--- config.mk ---
export PLATFORM = sky130hd
export DESIGN_NAME = surround_to_stereo_downmix_top
export DESIGN_NICKNAME = d
export VERILOG_FILES = /design/src/rtl/sdm_pkg.sv /design/src/rtl/sdm_lane.sv /design/src/rtl/sdm_merge.sv /design/src/rtl/surround_to_stereo_downmix_top.sv
export SDC_FILE = /design/constraint.sdc
export NUM_CORES = 2
export LEC_CHECK = 0
export ABC_CLOCK_PERIOD_IN_PS = 9450
export CAP_MARGIN = 25
export CORE_MARGIN = 2
export CORE_UTILIZATION = 67
export CTS_CLUSTER_SIZE = 24
export DETAILED_ROUTE_END_ITERATION = 10
export DONT_BUFFER_PORTS = 1
export GPL_TIMING_DRIVEN = 1
export PLACE_DENSITY = 0.94
export SLEW_MARGIN = 20
export SYNTH_ARGS = -nofsm -noshare
export SYNTH_HDL_FRONTEND = slang
export SYNTH_SLANG_ARGS = --single-unit
--- constraint.sdc ---
create_clock -name clk -period 9.45 [get_ports clk]
set_clock_uncertainty 0.2 [all_clocks]
set_input_delay 1.89 -clock clk [delete_from_list [all_inputs] [get_ports clk]]
set_output_delay 1.89 -clock clk [all_outputs]
set_load 0.03 [all_outputs]
--- src/rtl/sdm_pkg.sv ---
// Shared types and constants for the surround to stereo downmix block.
`timescale 1ns / 1ps
`default_nettype none

package sdm_pkg;

  localparam int SAMPLE_W = 16;
  localparam int GAIN_W   = 15;
  localparam int Q_FRAC   = 14;
  localparam int PROD_W   = SAMPLE_W + GAIN_W + 1;
  localparam int ACC_W    = PROD_W + 2;
  localparam int NUM_CHAN = 6;
  localparam int CFG_IDX_W  = 8;
  localparam int CFG_DATA_W = 16;

  localparam logic [GAIN_W-1:0] GAIN_FRONT_RST  = GAIN_W'(16384);
  localparam logic [GAIN_W-1:0] GAIN_REAR_RST   = GAIN_W'(11469);
  localparam logic [GAIN_W-1:0] GAIN_CENTER_RST = GAIN_W'(8192);
  localparam logic [GAIN_W-1:0] GAIN_LFE_RST    = GAIN_W'(11469);

  localparam logic [CFG_IDX_W-1:0] REG_GAIN_FRONT  = CFG_IDX_W'(0);
  localparam logic [CFG_IDX_W-1:0] REG_GAIN_REAR   = CFG_IDX_W'(1);
  localparam logic [CFG_IDX_W-1:0] REG_GAIN_CENTER = CFG_IDX_W'(2);
  localparam logic [CFG_IDX_W-1:0] REG_GAIN_LFE    = CFG_IDX_W'(3);

  typedef enum logic [1:0] {
    LAYOUT_MONO     = 2'd0,
    LAYOUT_STEREO   = 2'd1,
    LAYOUT_SURROUND = 2'd2
  } layout_t;

  typedef logic signed [SAMPLE_W-1:0] sample_t;
  typedef logic [GAIN_W-1:0] gain_t;

  // What travels beside the lanes to the merge stage.
  typedef struct packed {
    logic    valid;
    layout_t layout;
    sample_t chan0;
    sample_t chan1;
    logic    last;
  } frame_info_t;

endpackage

`default_nettype wire

--- src/rtl/sdm_lane.sv ---
// One mixing lane: four gain products, then a truncating divide and clip.
`timescale 1ns / 1ps
`default_nettype none

module sdm_lane
  import sdm_pkg::*;
(
  input  wire logic    clk,
  input  wire logic    load,
  input  wire sample_t front,
  input  wire sample_t rear,
  input  wire sample_t center,
  input  wire sample_t lfe,
  input  wire gain_t   gain_front,
  input  wire gain_t   gain_rear,
  input  wire gain_t   gain_center,
  input  wire gain_t   gain_lfe,
  output sample_t      mix
);

  logic signed [PROD_W-1:0] prod_front;
  logic signed [PROD_W-1:0] prod_rear;
  logic signed [PROD_W-1:0] prod_center;
  logic signed [PROD_W-1:0] prod_lfe;
  logic signed [ACC_W-1:0]  acc;
  logic signed [ACC_W-1:0]  biased;
  logic signed [ACC_W-Q_FRAC-1:0] quot;

  always_ff @(posedge clk) begin
    if (load) begin
      prod_front  <= front  * $signed({1'b0, gain_front});
      prod_rear   <= rear   * $signed({1'b0, gain_rear});
      prod_center <= center * $signed({1'b0, gain_center});
      prod_lfe    <= lfe    * $signed({1'b0, gain_lfe});
    end
  end

  always_comb begin
    acc = ACC_W'(prod_front) + ACC_W'(prod_rear) + ACC_W'(prod_center) + ACC_W'(prod_lfe);
    // bias negatives so the shift rounds toward zero
    biased = acc + (acc[ACC_W-1] ? ACC_W'((1 << Q_FRAC) - 1) : ACC_W'(0));
    quot = biased[ACC_W-1:Q_FRAC];
    if (quot > (ACC_W-Q_FRAC)'(32767)) begin
      mix = sample_t'(16'sh7FFF);
    end else if (quot < -(ACC_W-Q_FRAC)'(32768)) begin
      mix = sample_t'(16'sh8000);
    end else begin
      mix = quot[SAMPLE_W-1:0];
    end
  end

endmodule

`default_nettype wire

--- src/rtl/sdm_merge.sv ---
// Merge stage: picks the pair for the layout and holds the output word.
`timescale 1ns / 1ps
`default_nettype none

module sdm_merge
  import sdm_pkg::*;
(
  input  wire logic        clk,
  input  wire logic        rst,
  input  wire frame_info_t info,
  input  wire sample_t     mix_left,
  input  wire sample_t     mix_right,
  output logic             advance,
  output logic             m_tvalid,
  input  wire logic        m_tready,
  output logic [2*SAMPLE_W-1:0] m_tdata, // left_out, right_out
  output logic             m_tlast       // block_end
);

  sample_t left_sel;
  sample_t right_sel;

  assign advance = info.valid && (!m_tvalid || m_tready);

  always_comb begin
    unique case (info.layout)
      LAYOUT_MONO: begin
        left_sel  = info.chan0;
        right_sel = info.chan0;
      end
      LAYOUT_STEREO: begin
        left_sel  = info.chan0;
        right_sel = info.chan1;
      end
      LAYOUT_SURROUND: begin
        left_sel  = mix_left;
        right_sel = mix_right;
      end
      default: begin
        left_sel  = mix_left;
        right_sel = mix_right;
      end
    endcase
  end

  always_ff @(posedge clk) begin
    if (rst) begin
      m_tvalid <= 1'b0;
    end else if (advance) begin
      m_tvalid <= 1'b1;
    end else if (m_tready) begin
      m_tvalid <= 1'b0;
    end
  end

  always_ff @(posedge clk) begin
    if (advance) begin
      m_tdata <= {right_sel, left_sel};
      m_tlast <= info.last;
    end
  end

endmodule

`default_nettype wire

--- src/rtl/surround_to_stereo_downmix_top.sv ---
// Top level of the surround to stereo downmix: gain registers, lanes and merge.
`timescale 1ns / 1ps
`default_nettype none

// Takes one 16-bit sample frame per word and gives one stereo pair. Layout
// (s_tuser) 0 copies chan0 to both sides, 1 passes chan0/chan1 through, 2 mixes
// 5.1 with the four Q1.14 gain registers (index 0 front, 1 rear, 2 center,
// 3 LFE); layout 3 is dropped with its tlast. Two lanes (left, right) run in
// parallel: registered products, then sum, truncate toward zero and clip in
// the merge stage. Accepted words pass the product/info and output registers;
// one word is accepted every cycle while the output is taken. The user must
// write gains only while the block is idle; the block does not enforce this.
module surround_to_stereo_downmix_top
  import sdm_pkg::*;
(
  input  wire logic                      clk,
  input  wire logic                      rst,
  input  wire logic                      s_tvalid,
  output logic                           s_tready,
  input  wire logic [NUM_CHAN*SAMPLE_W-1:0] s_tdata, // chan0 .. chan5
  input  wire logic [1:0]                s_tuser,  // layout
  input  wire logic                      s_tlast,  // frame_end
  output logic                           m_tvalid,
  input  wire logic                      m_tready,
  output logic [2*SAMPLE_W-1:0]          m_tdata,  // left_out, right_out
  output logic                           m_tlast,  // block_end
  input  wire logic                      cfg_valid,
  output logic                           cfg_ready,
  input  wire logic [CFG_IDX_W-1:0]      cfg_index,
  input  wire logic [CFG_DATA_W-1:0]     cfg_data
);

  gain_t       gain_front;
  gain_t       gain_rear;
  gain_t       gain_center;
  gain_t       gain_lfe;
  frame_info_t info;
  logic        advance;
  logic        accept;
  sample_t     chan [NUM_CHAN];
  sample_t     mix_left;
  sample_t     mix_right;

  assign cfg_ready = 1'b1;

  always_ff @(posedge clk) begin
    if (rst) begin
      gain_front  <= GAIN_FRONT_RST;
      gain_rear   <= GAIN_REAR_RST;
      gain_center <= GAIN_CENTER_RST;
      gain_lfe    <= GAIN_LFE_RST;
    end else if (cfg_valid) begin
      unique case (cfg_index)
        REG_GAIN_FRONT:  gain_front  <= cfg_data[GAIN_W-1:0];
        REG_GAIN_REAR:   gain_rear   <= cfg_data[GAIN_W-1:0];
        REG_GAIN_CENTER: gain_center <= cfg_data[GAIN_W-1:0];
        REG_GAIN_LFE:    gain_lfe    <= cfg_data[GAIN_W-1:0];
        default: ;
      endcase
    end
  end

  for (genvar i = 0; i < NUM_CHAN; i++) begin : g_chan
    assign chan[i] = s_tdata[i*SAMPLE_W +: SAMPLE_W];
  end

  assign s_tready = !info.valid || advance;
  assign accept   = s_tvalid && s_tready;

  always_ff @(posedge clk) begin
    if (accept) begin
      info.layout <= layout_t'(s_tuser);
      info.chan0  <= chan[0];
      info.chan1  <= chan[1];
      info.last   <= s_tlast;
    end
    if (rst) begin
      info.valid <= 1'b0;
    end else if (accept) begin
      // layout 3 yields nothing
      info.valid <= (s_tuser == LAYOUT_MONO) || (s_tuser == LAYOUT_STEREO)
                    || (s_tuser == LAYOUT_SURROUND);
    end else if (advance) begin
      info.valid <= 1'b0;
    end
  end

  sdm_lane u_lane_left (
    .clk         (clk),
    .load        (accept),
    .front       (chan[1]),
    .rear        (chan[3]),
    .center      (chan[0]),
    .lfe         (chan[5]),
    .gain_front  (gain_front),
    .gain_rear   (gain_rear),
    .gain_center (gain_center),
    .gain_lfe    (gain_lfe),
    .mix         (mix_left)
  );

  sdm_lane u_lane_right (
    .clk         (clk),
    .load        (accept),
    .front       (chan[2]),
    .rear        (chan[4]),
    .center      (chan[0]),
    .lfe         (chan[5]),
    .gain_front  (gain_front),
    .gain_rear   (gain_rear),
    .gain_center (gain_center),
    .gain_lfe    (gain_lfe),
    .mix         (mix_right)
  );

  sdm_merge u_merge (
    .clk       (clk),
    .rst       (rst),
    .info      (info),
    .mix_left  (mix_left),
    .mix_right (mix_right),
    .advance   (advance),
    .m_tvalid  (m_tvalid),
    .m_tready  (m_tready),
    .m_tdata   (m_tdata),
    .m_tlast   (m_tlast)
  );

endmodule

`default_nettype wire
# Yosys cells after proc, flatten, opt, wreduce, memory -nomap -nowiden
# Index checks and enable logic that the tools add are counted.
[totals]
regBits = 322
input_bits = 128
out_inout_bits = 36
elab_cells = 72
[classes]
n_addsub = 8
multipliers = 6
order_cmp = 4
n_eq_ne = 6
muxes = 12
reduce_logical = 18
[ops]
columns = ["op", "n"]
rows = [
  ["16-bit by 16-bit multiplier with 32-bit output", 6],
  ["16-bit 2-to-1 mux", 5],
  ["33-bit by 32-bit adder with 34-bit output", 2],
  ["34-bit by 32-bit adder with 34-bit output", 2],
  ["34-bit adder", 2],
  ["32-bit by 32-bit adder with 33-bit output", 2],
  ["20-bit by 16-bit greater-than comparator with 1-bit output (second input constant)", 2],
  ["20-bit by 16-bit less-than comparator with 1-bit output (second input constant)", 2],
  ["16-bit case mux with 2 select lines", 1],
  ["14-bit 2-to-1 mux", 2],
  ["8-bit by 2-bit == test with 1-bit output (second input constant)", 2],
  ["8-bit by 1-bit == test with 1-bit output (second input constant)", 1],
  ["8-bit zero test", 1],
  ["2-bit AND reduction", 4],
  ["2-bit by 1-bit == test with 1-bit output (second input constant)", 2],
  ["2-bit zero test", 2],
  ["1-bit logical OR", 4],
  ["1-bit 2-to-1 mux", 4],
  ["2-bit nonzero test", 2],
  ["2-bit == test (second input constant)", 1],
  ["1-bit logical AND", 2],
  ["1-bit zero test", 2],
  ["2-bit OR reduction", 1],
]

# Longest topological paths before layout
[logic_depth]
depth_word = 9
depth_mapped = 30
depth_no_buf = 29

# Cells and area by module
# From an unflattened synthesis, not the netlist that was laid out.
[unflattened]
hier_cells = 10108
area_unflattened_um2 = 96497.5
[by_module_without_submodules]
columns = ["mod", "n_inst", "cells_each", "area_per_inst_um2", "seq_area_each_um2"]
rows = [
  ["sdm_lane at u_lane_right", 1, 4868, 45771.4, 3843.7],
  ["sdm_lane at u_lane_left", 1, 4862, 45592.5, 3843.7],
  ["surround_to_stereo_downmix_top", 1, 269, 3558.4, 2272.2],
  ["sdm_merge", 1, 109, 1575.3, 1011.0],
]

# Worst setup path after synthesis
# Ideal clock, no wire load.
[synth_path]
kind = "input to register"
startpoint = "in s_tdata[74]"
endpoint = "reg u_lane_right.prod_rear[31] (data pin)"
setup_ps = 260
arrival_ps = 8163
required_time_ps = 8990
setup_slack_ps = 827
path_stages = 27
n_path_buf = 1
cell_sequence = "clkbuf_1 nand2_1 fa_1 inv_1 fa_1 inv_1 fa_1 fa_1 inv_1 fa_1 inv_1 fa_1 inv_1 ha_1 and2_1 o31ai_1 o31ai_1 o21ai_0 o2111ai_1 o211a_1 a21o_1 a21oi_1 nor2b_1 o41a_1 a21o_1 a31oi_1 xnor2_1"
[synth_between]
elab_chain_len = 1
[synth_lines]
columns = ["element", "line_no", "rtl"]
rows = [
  ["start: declaration", "surround_to_stereo_downmix_top.sv:20", "input wire logic [NUM_CHAN*SAMPLE_W-1:0] s_tdata,"],
  ["16-bit by 16-bit multiplier with 32-bit output", "sdm_lane.sv:32", "prod_rear <= rear * $signed({1'b0, gain_rear});"],
  ["end signal: assignment", "sdm_lane.sv:32", ""],
  ["end: declaration", "sdm_lane.sv:22", "logic signed [PROD_W-1:0] prod_rear;"],
]
# No other way between the ends.
# A chain may end at the register's enable or synchronous reset.

# Worst setup path in the final report
[layout_path]
startpoint = "reg u_lane_left.prod_lfe[1]"
endpoint = "reg u_merge.m_tdata[1] (data pin)"
[layout_between]
elab_chain_len = 7
elab_cells_between_ends = 8
classes_between = "2 x add/sub; 2 x order compare; 4 x mux"
[layout_lines]
columns = ["element", "line_no", "rtl"]
rows = [
  ["start: declaration", "sdm_lane.sv:24", "logic signed [PROD_W-1:0] prod_lfe;"],
  ["start signal: assignment", "sdm_lane.sv:34", "prod_lfe <= lfe * $signed({1'b0, gain_lfe});"],
  ["34-bit by 32-bit adder with 34-bit output (*)", "sdm_lane.sv:39", "acc = ACC_W'(prod_front) + ACC_W'(prod_rear) + ACC_W'(prod_center) + ACC_W'(prod_lfe);"],
  ["14-bit 2-to-1 mux", "sdm_lane.sv:41", "biased = acc + (acc[ACC_W-1] ? ACC_W'((1 << Q_FRAC) - 1) : ACC_W'(0));"],
  ["34-bit adder (*)", "sdm_lane.sv:41", ""],
  ["20-bit by 16-bit less-than comparator with 1-bit output", "sdm_lane.sv:45", "end else if (quot < -(ACC_W-Q_FRAC)'(32768)) begin"],
  ["16-bit 2-to-1 mux", "sdm_lane.sv:45", ""],
  ["16-bit 2-to-1 mux (*)", "sdm_lane.sv:43", "if (quot > (ACC_W-Q_FRAC)'(32767)) begin"],
  ["16-bit 2-to-1 mux (*)", "sdm_merge.sv:26", "unique case (info.layout)"],
  ["net u_merge.left_sel[1]", "sdm_merge.sv:20", "sample_t left_sel;"],
  ["end signal: assignment", "sdm_merge.sv:58", "m_tdata <= {right_sel, left_sel};"],
  ["end: declaration", "sdm_merge.sv:16", "output logic [2*SAMPLE_W-1:0] m_tdata,"],
]
# The timed path passes the listed nets; every way through them passes the cells marked *.

==> summary.txt <==
GRT
  • First-pass GRT wire length: 320.4 mm
  • Vias in the first global route: 60.67k
  • Largest net degree at the start of global routing: 82
  • Overall Global Routing Usage: 36.81%
  • Total gr overflow: 0
  • Antenna violations before repair: 18

Run status
  • Failing checks: design-rule violations
  • Status: finished with violations

Setup path
  • CP arrival: 9250 ps
  • Worst Path Max Fanout: 15
  • Worst EP required: 9540 ps
  • Critical path launch point type: flop
  • Cell at the slowest stage of the critical path: o311ai_1
  • Worst Setup End Kind: flop
  • Slowest Stage Delay on Critical Path: 770 ps
  • Setup CP Type: reg -> reg
  • Cells on worst reg2reg path: 31

Finish
  • Fillers: 7209
  • Register area: 9049 sq um
  • Post-layout net count: 9983
  • Share of cells above drive strength 1: 2.101%
  • Multi-input logic area: 56980 sq um
  • Area grow syn2layout: 3.495%

STA
  • Peak Freq: 109.2 MHz
  • Fin. Hold Viols: 0
  • Setup TNS: 0 ps
  • Setup violations, final: 0
  • Final period utilization: 96.95%
  • Worst slew pin tran: 1072 ps
  • Max-slew headroom: 28.54%
  • Slew Limit Fails: 0
  • Worst setup margin: 288.6 ps
  • Post-route minimum period: 9161 ps
  • Unrepaired setup endpoints after global routing: false

Drt
  • Drt initial violations: 5461
  • Via density: 6.067
  • Wire per inst: 21.99 microns
  • Vias: 55.93k
  • Routed WL: 202.8 mm
  • # DRC: 1
  • Number of antenna-violating nets in the routed design: 0
  • DR pass1 iterations: 9

Synth
  • Commonest cells post-synth: inv_1 (1980), fa_1 (1606), nand2_1 (919)
  • Fraction of registers with async set/reset: 0%
  • Post-synthesis sequential area ratio: 12.15%
  • Share of the synthesized area in the top cell type: 43.16%
  • Synth top area cells: fa_1 (43%), edfxtp_1 (10%), inv_1 (10%), ha_1 (9.6%), and2_1 (6.0%)
  • Mapped Area: 74500 sq um
  • Main synth FF type: edfxtp_1
  • Number of enable flip-flop cells after synthesis: 260
  • Post-Syn Area per Cell: 9.473 sq um
  • Yosys cell types: 94
  • Synth area leader: fa_1
  • Syn Nets: 10.17k
  • YS warnings: 0
  • #FFs+latches synth: 322
  • Post-Syn Instances: 7864
  • Most numerous cell in the Yosys netlist: inv_1

Floorplanning
  • CORE AREA: 110500 sq um
  • Die height: 337.4 microns
  • Initial Util: 67.41%
  • Die W: 337.4 microns
  • Die area: 113900 sq um
  • Std-Cell Rows: 122
  • # IOs: 164

Placement
  • RD Place Congestion: 1.017
  • Post-DP HPWL: 161.2 mm
  • Worst slack, placed: 315.2 ps
  • Port buffer count: 0

CTS
  • Total CTS buffers: 41
  • H-tree depth: 2
  • Clk slew on worst S/H paths: 90 ps
  • Post-CTS Setup Inserts: 0
  • Post-CTS resize count: 0
  • Hold buffer count at cts: 0
  • Root Buffer: clkbuf_16
  • Clk sink count: 322
  • Clock latency on the worst-skew pair: 620 ps
  • CTS tree: done
  • Clock Path Buffers: 3

Pwr
  • Comb power frac: 83.1%
  • Clock network power share: 6.2%
  • Net switching power: 14700 uW
  • Leak: 0.03686 uW
  • Power, Total: 26840 uW
  • Pwr dens: 348.1 nW/um^2
  • Int Pwr: 12140 uW
  • Switching Fraction: 54.77%
  • Largest vdd supply drop: 0.4533 mV
  • Sequential Power Share: 10.7%

Hold path
  • Hold Crit Class: reg -> reg
  • Worst hold path depth: 0

Job
  • Max_cap viols: 0
layout by cell type (no fill, tap or decap), types with 50 or more instances in the layout:
cell / instances
ha_1: 570
xor2_1: 65
nor2_1: 200
nand3_1: 60
and2_1: 715
dfxtp_1: 62
xnor2_1: 204
fa_1: 1606
nand2_1: 919
edfxtp_1: 260
o21a_1: 50
a21o_1: 60
nor3_1: 64
a21oi_1: 178
o21ai_0: 111
inv_1: 1980
stage by stage:
step / cells / utilization [%] / cell area [sq um] / hold slack, ps
3_5_place_dp: 9121 / 68.44 / 75640 / 205.1
2_1_floorplan: 7864 / - / 74500 / 200.3
6_report: 9219 / 69.76 / 77100 / 233.6
5_1_grt: 9207 / 69.74 / 77070 / 251.2
4_1_cts: 9197 / 69.66 / 76980 / 237.4
3_3_place_gp: 9121 / 68.44 / 75640 / 204.3
metal layers:
metal / up-vias / part of all wire, % / wire [microns] / global-route usage (%)
met4: 28 / 8.6 / 17410 / 26.19
met3: 1203 / 12 / 25050 / 10.49
met1: 27790 / 32 / 65480 / 43.34
met2: 3708 / 47 / 94530 / 58.36
met5: - / 0.15 / 300 / 0
li1: 23200 / - / - / -
sequential cells by signal, summed over array words and instances, names as in the netlist:
| register | cells |
|---|---|
| gain_center | 15 |
| gain_front | 15 |
| gain_lfe | 15 |
| gain_rear | 15 |
| info | 36 |
| u_lane_left.prod_center | 32 |
| u_lane_left.prod_front | 32 |
| u_lane_left.prod_lfe | 32 |
| u_lane_left.prod_rear | 32 |
| u_lane_right.prod_front | 32 |
| u_lane_right.prod_rear | 32 |
| u_merge.m_tdata | 32 |
| u_merge.m_tlast | 1 |
| u_merge.m_tvalid | 1 |
layout make-up:
cell class / count / area share (%)
multi-input cells: 5289 / 73.90
flip-flops and latches: 322 / 11.74
inverters: 1980 / 9.640
well taps: 1488 / 2.415
clock buffers: 47 / 1.373
repair buffers: 45 / 0.4998
clock inverters: 29 / 0.3733
diodes: 19 / 0.06167
kinds of logic (layout without fill, tap and decap cells):
group | Yosys count | in the layout | share of synthesized area [%]
compound gates | 639 | 639 | 5.685
mux | 33 | 33 | 0.4451
simple gates | 2170 | 2170 | 14.41
other cells | 1 | 20 | 0.005034
xor+xnor | 270 | 270 | 3.184
flops | 322 | 322 | 12.15
buf+inv | 2253 | 2101 | 11.39
fa+ha+maj | 2176 | 2176 | 52.73
critical path, delay by kind of cell (launching register included):
kind / cells / cell delay (ps)
DFF: 1 / 520
and+or+nand+nor: 9 / 1950
adders and majority gates: 5 / 1990
AOI/OAI and AO/OA: 11 / 3050
buffers and inverters: 6 / 1120
final timing paths:
kind / start / endpoint / slack, ps
worst max register to register: u_lane_left.prod_lfe[1] / u_merge.m_tdata[1] / 290
worst max-delay path: u_lane_left.prod_lfe[1] / u_merge.m_tdata[1] / 290
worst min register to register: info[0] / u_merge.m_tlast / 230
worst min-delay path: info[0] / u_merge.m_tlast / 230
power groups by stage:
stage | Sequential, uW | Combinational [uW] | Clock [uW]
final | 2860 | 22300 | 1670
after global placement | 2860 | 20400 | 0
after CTS | 2850 | 21600 | 1650
after global routing | 2870 | 24200 | 1710
after detailed placement | 2880 | 21400 | 0
after floorplan | 2780 | 16100 | 0
Note: power is estimated with default switching activity, not from simulation.
